**src/rtl/imbe_pkg.sv**
```systemverilog
// Package for the I2C master bit engine: item types, opcodes and constants.
package imbe_pkg;

  localparam int unsigned BYTE_BITS = 8;
  localparam int unsigned TICK_W    = 16;
  localparam int unsigned BIDX_W    = 4;

  // Phase length after reset, in ticks
  localparam logic [TICK_W-1:0] PHASE_TICKS_RST = 16'd50;

  // Command opcodes; codes above OP_READ_NACK are ignored
  typedef enum logic [2:0] {
    OP_START     = 3'd0,
    OP_STOP      = 3'd1,
    OP_WRITE     = 3'd2,
    OP_READ_ACK  = 3'd3,
    OP_READ_NACK = 3'd4
  } imbe_op_t;

  // Input item: one bus tick
  typedef struct packed {
    logic                 cmd_valid;
    logic [2:0]           opcode;
    logic [BYTE_BITS-1:0] tx_byte;
    logic                 sda_in;
  } imbe_in_t;

  // Result item: line drive and status after the tick
  typedef struct packed {
    logic                 scl_level;
    logic                 sda_level;
    logic                 busy_res;
    logic                 done_res;
    logic [BYTE_BITS-1:0] rx_byte;
    logic                 ack_seen;
  } imbe_out_t;

endpackage

```
**src/rtl/imbe_seq.sv**
```systemverilog
// Bus sequencer of the I2C master: phase state machine, bit counter and shifters.
module imbe_seq
  import imbe_pkg::*;
(
  input  logic              clk,
  input  logic              rst_n,
  input  logic              step_i,
  input  logic [TICK_W-1:0] phase_ticks_i,
  input  imbe_in_t          item_i,
  output imbe_out_t         res_o
);

  typedef enum logic [14:0] {
    PH_IDLE    = 15'b000000000000001,
    PH_ST_A    = 15'b000000000000010,
    PH_ST_B    = 15'b000000000000100,
    PH_SP_A    = 15'b000000000001000,
    PH_SP_B    = 15'b000000000010000,
    PH_WR_LOW  = 15'b000000000100000,
    PH_WR_HIGH = 15'b000000001000000,
    PH_WA_LOW  = 15'b000000010000000,
    PH_WA_HIGH = 15'b000000100000000,
    PH_WA_TAIL = 15'b000001000000000,
    PH_RD_PRE  = 15'b000010000000000,
    PH_RD_HIGH = 15'b000100000000000,
    PH_RD_LOW  = 15'b001000000000000,
    PH_RK_LOW  = 15'b010000000000000,
    PH_RK_HIGH = 15'b100000000000000
  } phase_t;

  phase_t               phase_r,      phase_nxt;
  logic [TICK_W-1:0]    tick_count_r, tick_count_nxt;
  logic [BIDX_W-1:0]    bit_index_r,  bit_index_nxt;
  logic [BYTE_BITS-1:0] shift_reg_r,  shift_reg_nxt;
  logic [BYTE_BITS-1:0] rx_reg_r,     rx_reg_nxt;
  logic                 scl_r,        scl_nxt;
  logic                 sda_r,        sda_nxt;
  logic                 ack_r,        ack_nxt;
  logic                 send_nack_r,  send_nack_nxt;
  logic                 done;

  logic [TICK_W-1:0]    limit;
  logic [TICK_W-1:0]    tick_inc;
  logic [BIDX_W-1:0]    bit_inc;
  logic [BYTE_BITS-1:0] shift_sh;

  localparam logic [BIDX_W-1:0] BIT_LAST = BIDX_W'(BYTE_BITS);

  // A zero phase length counts as one tick
  assign limit    = (phase_ticks_i == '0) ? TICK_W'(1) : phase_ticks_i;
  assign tick_inc = tick_count_r + TICK_W'(1);
  assign bit_inc  = bit_index_r + BIDX_W'(1);
  assign shift_sh = {shift_reg_r[BYTE_BITS-2:0], 1'b0};

  // Next-state logic for one tick
  always_comb begin
    phase_nxt      = phase_r;
    tick_count_nxt = tick_count_r;
    bit_index_nxt  = bit_index_r;
    shift_reg_nxt  = shift_reg_r;
    rx_reg_nxt     = rx_reg_r;
    scl_nxt        = scl_r;
    sda_nxt        = sda_r;
    ack_nxt        = ack_r;
    send_nack_nxt  = send_nack_r;
    done           = 1'b0;

    if (phase_r == PH_IDLE) begin
      // Commands are taken only here; the accepting tick drives the first phase
      if (item_i.cmd_valid) begin
        case (item_i.opcode)
          OP_START: begin
            bit_index_nxt = '0;
            phase_nxt = PH_ST_A; scl_nxt = 1'b1; sda_nxt = 1'b1; tick_count_nxt = '0;
          end
          OP_STOP: begin
            bit_index_nxt = '0;
            phase_nxt = PH_SP_A; scl_nxt = 1'b0; sda_nxt = 1'b0; tick_count_nxt = '0;
          end
          OP_WRITE: begin
            bit_index_nxt = '0;
            shift_reg_nxt = item_i.tx_byte;
            phase_nxt = PH_WR_LOW; scl_nxt = 1'b0;
            sda_nxt = item_i.tx_byte[BYTE_BITS-1]; tick_count_nxt = '0;
          end
          OP_READ_ACK, OP_READ_NACK: begin
            bit_index_nxt = '0;
            send_nack_nxt = (item_i.opcode == OP_READ_NACK);
            shift_reg_nxt = '0;
            phase_nxt = PH_RD_PRE; scl_nxt = 1'b0; sda_nxt = 1'b1; tick_count_nxt = '0;
          end
          default: ;
        endcase
      end
    end else begin
      tick_count_nxt = tick_inc;
      if (tick_inc >= limit) begin
        tick_count_nxt = '0;
        case (phase_r)
          PH_ST_A: begin
            phase_nxt = PH_ST_B; scl_nxt = 1'b1; sda_nxt = 1'b0;
          end
          PH_SP_A: begin
            phase_nxt = PH_SP_B; scl_nxt = 1'b1; sda_nxt = 1'b0;
          end
          PH_WR_LOW: begin
            phase_nxt = PH_WR_HIGH; scl_nxt = 1'b1;
          end
          PH_WR_HIGH: begin
            bit_index_nxt = bit_inc;
            shift_reg_nxt = shift_sh;
            if (bit_inc < BIT_LAST) begin
              phase_nxt = PH_WR_LOW; scl_nxt = 1'b0; sda_nxt = shift_sh[BYTE_BITS-1];
            end else begin
              phase_nxt = PH_WA_LOW; scl_nxt = 1'b0; sda_nxt = 1'b1;
            end
          end
          PH_WA_LOW: begin
            phase_nxt = PH_WA_HIGH; scl_nxt = 1'b1; sda_nxt = 1'b1;
          end
          PH_WA_HIGH: begin
            // Slave ACK is the line pulled low at the end of the high phase
            ack_nxt = ~item_i.sda_in;
            phase_nxt = PH_WA_TAIL; scl_nxt = 1'b0; sda_nxt = 1'b1;
          end
          PH_RD_PRE: begin
            phase_nxt = PH_RD_HIGH; scl_nxt = 1'b1; sda_nxt = 1'b1;
          end
          PH_RD_HIGH: begin
            shift_reg_nxt = {shift_reg_r[BYTE_BITS-2:0], item_i.sda_in};
            bit_index_nxt = bit_inc;
            phase_nxt = PH_RD_LOW; scl_nxt = 1'b0; sda_nxt = 1'b1;
          end
          PH_RD_LOW: begin
            if (bit_index_r < BIT_LAST) begin
              phase_nxt = PH_RD_HIGH; scl_nxt = 1'b1; sda_nxt = 1'b1;
            end else begin
              phase_nxt = PH_RK_LOW; scl_nxt = 1'b0; sda_nxt = send_nack_r;
            end
          end
          PH_RK_LOW: begin
            phase_nxt = PH_RK_HIGH; scl_nxt = 1'b1; sda_nxt = send_nack_r;
          end
          PH_ST_B: begin
            phase_nxt = PH_IDLE; scl_nxt = 1'b0; sda_nxt = 1'b0; done = 1'b1;
          end
          PH_SP_B: begin
            phase_nxt = PH_IDLE; scl_nxt = 1'b1; sda_nxt = 1'b1; done = 1'b1;
          end
          PH_WA_TAIL: begin
            phase_nxt = PH_IDLE; scl_nxt = 1'b0; sda_nxt = 1'b1; done = 1'b1;
          end
          PH_RK_HIGH: begin
            rx_reg_nxt = shift_reg_r;
            phase_nxt = PH_IDLE; scl_nxt = 1'b0; sda_nxt = send_nack_r; done = 1'b1;
          end
          default: begin
            phase_nxt = PH_IDLE;
          end
        endcase
      end
    end
  end

  // State registers, advanced once per processed item
  always_ff @(posedge clk) begin
    if (!rst_n) begin
      phase_r      <= PH_IDLE;
      tick_count_r <= '0;
      bit_index_r  <= '0;
      shift_reg_r  <= '0;
      rx_reg_r     <= '0;
      scl_r        <= 1'b1;
      sda_r        <= 1'b1;
      ack_r        <= 1'b0;
      send_nack_r  <= 1'b0;
    end else if (step_i) begin
      phase_r      <= phase_nxt;
      tick_count_r <= tick_count_nxt;
      bit_index_r  <= bit_index_nxt;
      shift_reg_r  <= shift_reg_nxt;
      rx_reg_r     <= rx_reg_nxt;
      scl_r        <= scl_nxt;
      sda_r        <= sda_nxt;
      ack_r        <= ack_nxt;
      send_nack_r  <= send_nack_nxt;
    end
  end

  // Result reflects the state after this tick
  assign res_o.scl_level = scl_nxt;
  assign res_o.sda_level = sda_nxt;
  assign res_o.busy_res  = (phase_nxt != PH_IDLE);
  assign res_o.done_res  = done;
  assign res_o.rx_byte   = rx_reg_nxt;
  assign res_o.ack_seen  = ack_nxt;

`ifndef SYNTHESIS
  // Completion only ends a command that was in progress
  a_done_from_busy: assert property (@(posedge clk) disable iff (!rst_n)
    (step_i && done) |-> (phase_r != PH_IDLE))
    else $error("done without a command in progress");

  // Bit counter never runs past one byte
  a_bit_index_range: assert property (@(posedge clk) disable iff (!rst_n)
    bit_index_r <= BIT_LAST)
    else $error("bit index beyond byte length");

  // Received byte only updates when a read completes
  a_rx_stable: assert property (@(posedge clk) disable iff (!rst_n)
    (step_i && !done) |=> $stable(rx_reg_r))
    else $error("rx byte changed outside read completion");

  // A valid command in idle always starts a sequence
  a_cmd_starts: assert property (@(posedge clk) disable iff (!rst_n)
    (step_i && phase_r == PH_IDLE && item_i.cmd_valid &&
     (item_i.opcode == OP_START || item_i.opcode == OP_STOP ||
      item_i.opcode == OP_WRITE || item_i.opcode == OP_READ_ACK ||
      item_i.opcode == OP_READ_NACK))
    |=> (phase_r != PH_IDLE))
    else $error("command in idle did not start");
`endif

endmodule

```
**src/rtl/i2c_master_bit_engine.sv**
```systemverilog
// Top level of the I2C master bit engine: channel registers, config register, sequencer.
//
//  channel  | ports                              | handshake
//  ---------+------------------------------------+-------------------
//  in       | in_valid, in_stall, in_item        | valid & !stall
//  out      | out_valid, out_stall, out_item     | valid & !stall
//  cfg      | cfg_valid, cfg_ready, cfg_data     | valid & ready
//
// One item (one bus tick) per cycle while the output is not stalled; an item's
// result passes from the input register through the sequencer logic into the
// result register, from which it leaves.
// Synchronous active-low reset: lines released, phase length 50 ticks.
// A stalled result holds; one further item is taken into the input register.
module i2c_master_bit_engine
  import imbe_pkg::*;
(
  input  logic              clk,
  input  logic              rst_n,
  input  logic              in_valid,
  output logic              in_stall,
  input  imbe_in_t          in_item,
  output logic              out_valid,
  input  logic              out_stall,
  output imbe_out_t         out_item,
  input  logic              cfg_valid,
  output logic              cfg_ready,
  input  logic [TICK_W-1:0] cfg_data
);

  logic              in_valid_r;
  imbe_in_t          in_item_r;
  logic              out_valid_r;
  imbe_out_t         out_item_r;
  logic [TICK_W-1:0] phase_ticks_r;
  logic              advance;
  logic              step;
  imbe_out_t         res;

  // Result register frees up when empty or being taken
  assign advance   = !out_valid_r || !out_stall;
  assign step      = in_valid_r && advance;
  assign in_stall  = in_valid_r && !advance;
  assign cfg_ready = 1'b1;

  // Input register
  always_ff @(posedge clk) begin
    if (!rst_n) begin
      in_valid_r <= 1'b0;
    end else if (in_valid && !in_stall) begin
      in_valid_r <= 1'b1;
    end else if (step) begin
      in_valid_r <= 1'b0;
    end
  end

  always_ff @(posedge clk) begin
    if (in_valid && !in_stall) begin
      in_item_r <= in_item;
    end
  end

  // Phase length register
  always_ff @(posedge clk) begin
    if (!rst_n) begin
      phase_ticks_r <= PHASE_TICKS_RST;
    end else if (cfg_valid && cfg_ready) begin
      phase_ticks_r <= cfg_data;
    end
  end

  imbe_seq u_seq (
    .clk           (clk),
    .rst_n         (rst_n),
    .step_i        (step),
    .phase_ticks_i (phase_ticks_r),
    .item_i        (in_item_r),
    .res_o         (res)
  );

  // Result register
  always_ff @(posedge clk) begin
    if (!rst_n) begin
      out_valid_r <= 1'b0;
    end else if (advance) begin
      out_valid_r <= in_valid_r;
    end
  end

  always_ff @(posedge clk) begin
    if (step) begin
      out_item_r <= res;
    end
  end

  assign out_valid = out_valid_r;
  assign out_item  = out_item_r;

endmodule

```
**config.mk**
```make
export PLATFORM = sky130hd
export DESIGN_NAME = i2c_master_bit_engine
export DESIGN_NICKNAME = d
export VERILOG_FILES = /design/src/rtl/imbe_pkg.sv /design/src/rtl/imbe_seq.sv /design/src/rtl/i2c_master_bit_engine.sv
export SDC_FILE = /design/constraint.sdc
export NUM_CORES = 1
export LEC_CHECK = 0
export ABC_AREA = 1
export BUFFER_PORTS_ARGS = -buffer_cell sky130_fd_sc_hd__buf_2
export CAP_MARGIN = 20
export CORE_UTILIZATION = 61
export CTS_CLUSTER_SIZE = 28
export DETAILED_ROUTE_END_ITERATION = 16
export PLACE_DENSITY = 0.82
export SYNTH_ARGS = -nofsm -noshare
export SYNTH_HDL_FRONTEND = slang
export SYNTH_HIERARCHICAL = 1
export SYNTH_SLANG_ARGS = --single-unit
```
**constraint.sdc**
```tcl
create_clock -name clk -period 5 [get_ports clk]
set_clock_uncertainty 0.1 [all_clocks]
set_input_delay 1 -clock clk [delete_from_list [all_inputs] [get_ports clk]]
set_output_delay 1 -clock clk [all_outputs]
set_load 0.01 [all_outputs]
```
# == Word level (Yosys, flattened, before mapping) ==
# Index checks and enable logic that the tools add are counted.
# op_classes
add_sub_neg,2
mul,0
div_mod_pow,0
order_cmp,3
eq_ne,23
n_shift,0
muxes,44
bitwise,2
reduce_logical,30
# op_table
cell,count
15-bit case mux with 10 select lines,1
16-bit 2-to-1 mux,5
15-bit case mux with 4 select lines,1
8-bit 2-to-1 mux,7
15-bit 2-to-1 mux,3
8-bit case mux with 2 select lines,2
4-bit 2-to-1 mux,5
16-bit by 1-bit adder with 16-bit output (second input constant),1
16-bit >= comparator,1
16-bit logical NOT,1
15-bit by 1-bit equality test with 1-bit output (second input constant),1
15-bit by 10-bit equality test with 1-bit output (second input constant),1
15-bit by 11-bit equality test with 1-bit output (second input constant),1
15-bit by 12-bit equality test with 1-bit output (second input constant),1
15-bit by 13-bit equality test with 1-bit output (second input constant),1
15-bit by 14-bit equality test with 1-bit output (second input constant),1
15-bit equality test (second input constant),1
15-bit by 2-bit equality test with 1-bit output (second input constant),1
15-bit by 3-bit equality test with 1-bit output (second input constant),1
15-bit by 4-bit equality test with 1-bit output (second input constant),1
15-bit by 5-bit equality test with 1-bit output (second input constant),1
15-bit by 6-bit equality test with 1-bit output (second input constant),1
15-bit by 7-bit equality test with 1-bit output (second input constant),1
15-bit by 8-bit equality test with 1-bit output (second input constant),1
other kinds (30),63
# totals
register_bits,99
latchBits,0
ramBits,0
rom_bits,0
input_bits,34
output_inout_bits,16
wordCells,126
n_memories,0

# == Longest topological paths before layout ==
# logic_depth
word_depth,7
ltp_mapped,21
depth_no_buf,21

# == Cells and area by module ==
# The synthesis kept the hierarchy.
# modules_own_cells
mod,n_inst,cells_each,area_each_um2,seq_area_each_um2
imbe_seq,1,627,3996.3,1101.1
i2c_master_bit_engine,1,109,1428.9,1141.1

# == Worst setup path after synthesis ==
# Ideal clock, no wire load.
# synth_path
path_kind,register to register
start,register u_seq.tick_count_r[2]
end,"register out_item_r, in the netlist out_item[10] (data pin)"
setup_ps,254
t_arrival_ps,2852
required_ps,4646
path_slack_ps,1794
path_stages_with_launch,20
path_buffers,1
synth_period_minus_slack_ps,3206
path_cell_list,dfxtp_1 > nand2_1 > nor2_1 > nand4_1 > nor2_2 > nand2_1 > nor2_1 > nand2_1 > xor2_1 > inv_2 > ha_1 > a21oi_1 > o21ai_0 > a21oi_2 > nand2_2 > buf_2 > o21ai_0 > nand3_1 > nor2_1 > nand2_1
# synth_lines
item,line_no,rtl
from (decl),imbe_seq.sv:32,"logic [TICK_W-1:0] tick_count_r, tick_count_nxt;"
from (signal assigned),imbe_seq.sv:179,tick_count_r <= tick_count_nxt;
to (signal assigned),i2c_master_bit_engine.sv:91,out_item_r <= res;
to (decl),i2c_master_bit_engine.sv:33,imbe_out_t out_item_r;

==> flow_metrics.env <==
export IMPL_layout_drive_gt1_share_pct=12.9
export IMPL_place_inst=869
export IMPL_netlist_instances=736
export IMPL_grt_max_degree=43
export IMPL_dieArea_um2=9270
export IMPL_cp_arrival_ns=3.87
export IMPL_final_antenna_net_count=0
export IMPL_setup_viol=0
export IMPL_synth_top_area_share_pct=26.9
export IMPL_cts_sinks=99
export IMPL_fin_nets=824
export IMPL_antenna_diode_count=0
export IMPL_htree_levels=3
export IMPL_wl_per_cell_um=13.5
export IMPL_grt_first_pass_wirelength_um=19200
export IMPL_critPathMaxFanout=25
export IMPL_gp_congestion=0.918
export IMPL_dp_hpwl_um=8710
export IMPL_critPathSlowestCell="dfxtp_1"
export IMPL_power_density_nw_per_um2=290
export IMPL_maxCapViolCount=0
export IMPL_syn_nets=788
export IMPL_peakVddDrop_mv=0.218
export IMPL_drv_slew=0
export IMPL_rsz0062_at_grt="false"
export IMPL_drt_pass1_iter_count=5
export IMPL_clock_path_buffers=2
export IMPL_cts_resized=0
export IMPL_crit_reg2reg_launch="u_seq/tick_count_r[0]"
export IMPL_hold_viol=0
export IMPL_cts_root_buf="clkbuf_8"
export IMPL_rows=34
export IMPL_synth_async_reset_ratio_pct=0
export IMPL_crit_path_start_kind="flip-flop"
export IMPL_ys_ff_latch=99
export IMPL_yosysSeqAreaShare_pct=41.3
export IMPL_ys_warn_count=6
export IMPL_clk_pin_slew_ns=0.10
export IMPL_slew_headroom_pct=57.8
export IMPL_path_cells="inv_1 -> nor2_1 -> nand4_1 -> nor2_2 -> nand2_1 -> nor2_1 -> nand2_1 -> xor2_1 -> inv_2 -> ha_1 -> a21oi_1 -> o21ai_0 -> a21oi_2 -> nand2_2 -> o21ai_0 -> nand3_1 -> nor2_1 -> nand2_1"
export IMPL_worstSetupStartpoint="u_seq/tick_count_r[0]"
export IMPL_crit_type="flip-flop to flip-flop"
export IMPL_die_h_um=96.3
export IMPL_worstSetupEndpointType="flip-flop"
export IMPL_post_dp_cell_area_um2=5680
export IMPL_synth_area_um2=5430
export IMPL_syn_to_final_growth_pct=8.90
export IMPL_required_ns=5.02
export IMPL_route_vias_total=4792
export IMPL_cts_buffers=9
export IMPL_drt_initial_drc_count=284
export IMPL_start_util_pct=62.5
export IMPL_worstMarginPinSlew_ns=0.633
export IMPL_ys_flop_type="dfxtp_1"
export IMPL_slowest_delay_ns=0.38
export IMPL_fin_setup_tns_ns=0
export IMPL_viasPerCell=5.41
export IMPL_avgSynthCellArea_um2=7.37
export IMPL_min_from="phase_ticks_r[1]"
export IMPL_fin_area_um2=5910
export IMPL_antenna_found_initial=0
export IMPL_finalCriticalPeriod_ns=3.85
export IMPL_hp_class="flip-flop to flip-flop"
export IMPL_grt_usage_pct=26.8
export IMPL_yosysUniqueCellTypes=41
export IMPL_final_cells=885
export IMPL_grt_pass1_vias=4266
export IMPL_synth_largest_area_cell="dfxtp_1"
export IMPL_coreArea_um2=8680
export IMPL_grt_overflow_total=0
export IMPL_drc=0
export IMPL_p_leak_nw=2.88
export IMPL_die_w_um=96.3
export IMPL_port_buffers=48
export IMPL_pin_count=50
export IMPL_status="finished clean"
export IMPL_synth_area_top_cells="dfxtp_1, edfxtp_1, inv_1, nand2_1, nor2_1"
export IMPL_period_share_pct=77.1
export IMPL_routed_wl_um=11900
export IMPL_synth_edf_count=26
export IMPL_tritoncts="yes"
export IMPL_max_clock_freq_mhz=259
export IMPL_clock_latency_ns=0.36
export IMPL_cts_hold_buf=0
export IMPL_postCtsSetupRepairBufs=0
power breakdown:
part           total, W  internal [W]  switching, W
Clock          0.000583      0.000292      0.000291
Sequential     0.000887      0.000862     0.0000254
Combinational  0.000244     0.0000800      0.000164
logic make-up (layout without fill, tap and decap cells):
group                      after synthesis  in the layout  share of synthesized area, %
AOI/OAI and AO/OA                      138            138                          14.9
adders and majority gates               18             18                          4.15
and+or+nand+nor                        312            312                          25.7
other                                    1              1                        0.0691
xor gates and xnor gates                13             13                          2.10
DFF                                     99             99                          41.3
buffers and inverters                  155            196                          11.8
cell usage in the layout (no fill, tap or decap), types with 2 or more instances in the layout:
master     netlist  layout
nand4_1          6       6
nor2_2           6       6
nand3b_1         2       2
inv_2            4       4
xnor2_1          6       6
nor3_1           9       9
bufinv_16        0       2
nand2_2          7       7
inv_6            0       2
dfxtp_1         73      73
nand3_1         46      46
nor4_1           3       3
inv_8            0       2
edfxtp_1        26      26
clkinv_1         4       4
ha_1            18      18
nor2_1         109     109
inv_1          121     121
buf_4            8       3
a22oi_1         22      22
buf_2            4      48
nand2_1        114     114
nor2_4           5       5
o21ai_1         21      21
xor2_1           7       7
o211ai_1        10      10
nand3_2          2       2
a21oi_1         31      30
a31o_2           2       2
o21ai_0         43      43
clkbuf_8         0       9
o21bai_1         2       2
o21ai_2          2       2
sequential cells by signal, summed over array words and instances, names as in the netlist:
signal	cells
u_seq/phase_r	15
out_valid	1
u_seq/bit_index_r	4
u_seq/shift_reg_r	8
u_seq/sda_r	1
in_item_r	13
phase_ticks_r	16
in_valid_r	1
u_seq/rx_reg_r	8
u_seq/send_nack_r	1
u_seq/ack_r	1
u_seq/scl_r	1
u_seq/tick_count_r	16
out_item	13
layer usage:
metal	vias to the layer above	wire length, µm	global-route usage (%)
met2	136	6110	47.8
met5	-	0	0
met4	0	164	9.19
met3	19	540	4.03
met1	2185	5110	32.7
li1	2452	-	-
stage by stage:
stage	hold WS (ns)	utilization, %	worst slack (ns)	power (W)
finish	0.371	68.1	1.15	0.00171
global route	0.406	68.1	0.823	0.00180
CTS	0.370	68.1	1.23	0.00173
detailed placement	0.352	65.4	1.30	0.00115
global placement	0.345	65.4	1.45	0.00114
floorplan	0.329	-	1.79	0.00108
final cells by class:
cell class / instances / area [µm²]
Tap cell: 108 / 135
Fill cell: 739 / 2770
Sequential cell: 99 / 2240
Inverter: 129 / 484
Clock inverter: 7 / 105
Timing Repair Buffer: 51 / 263
Multi-Input combinational cell: 482 / 2550
Clock buffer: 9 / 124
Yosys cell counts (6+ instances only):
cell type / number
inv_1: 121
nand2_1: 114
nor2_1: 109
dfxtp_1: 73
nand3_1: 46
o21ai_0: 43
a21oi_1: 31
edfxtp_1: 26
a22oi_1: 22
o21ai_1: 21
ha_1: 18
clkbuf_1: 10
o211ai_1: 10
nor3_1: 9
buf_4: 8
nand2_2: 7
xor2_1: 7
nand4_1: 6
nor2_2: 6
xnor2_1: 6
final timing paths:
check | to | slack [ns] | cells after the start
max | out_item[10] | 1.15 | 18
min | phase_ticks_r[1] | 0.37 | 2
max reg2reg | out_item[10] | 1.15 | 18
min reg2reg | phase_ticks_r[1] | 0.37 | 2
critical path, delay by kind of cell, from the launching register on:
kind,cells,cell delay [ns]
xor+xnor,1,0.17
fa+ha+maj,1,0.31
buf+inv,2,0.15
compound gates,4,0.90
simple gates,10,1.59
flops,1,0.38
Power figures use the tool's default switching activity.
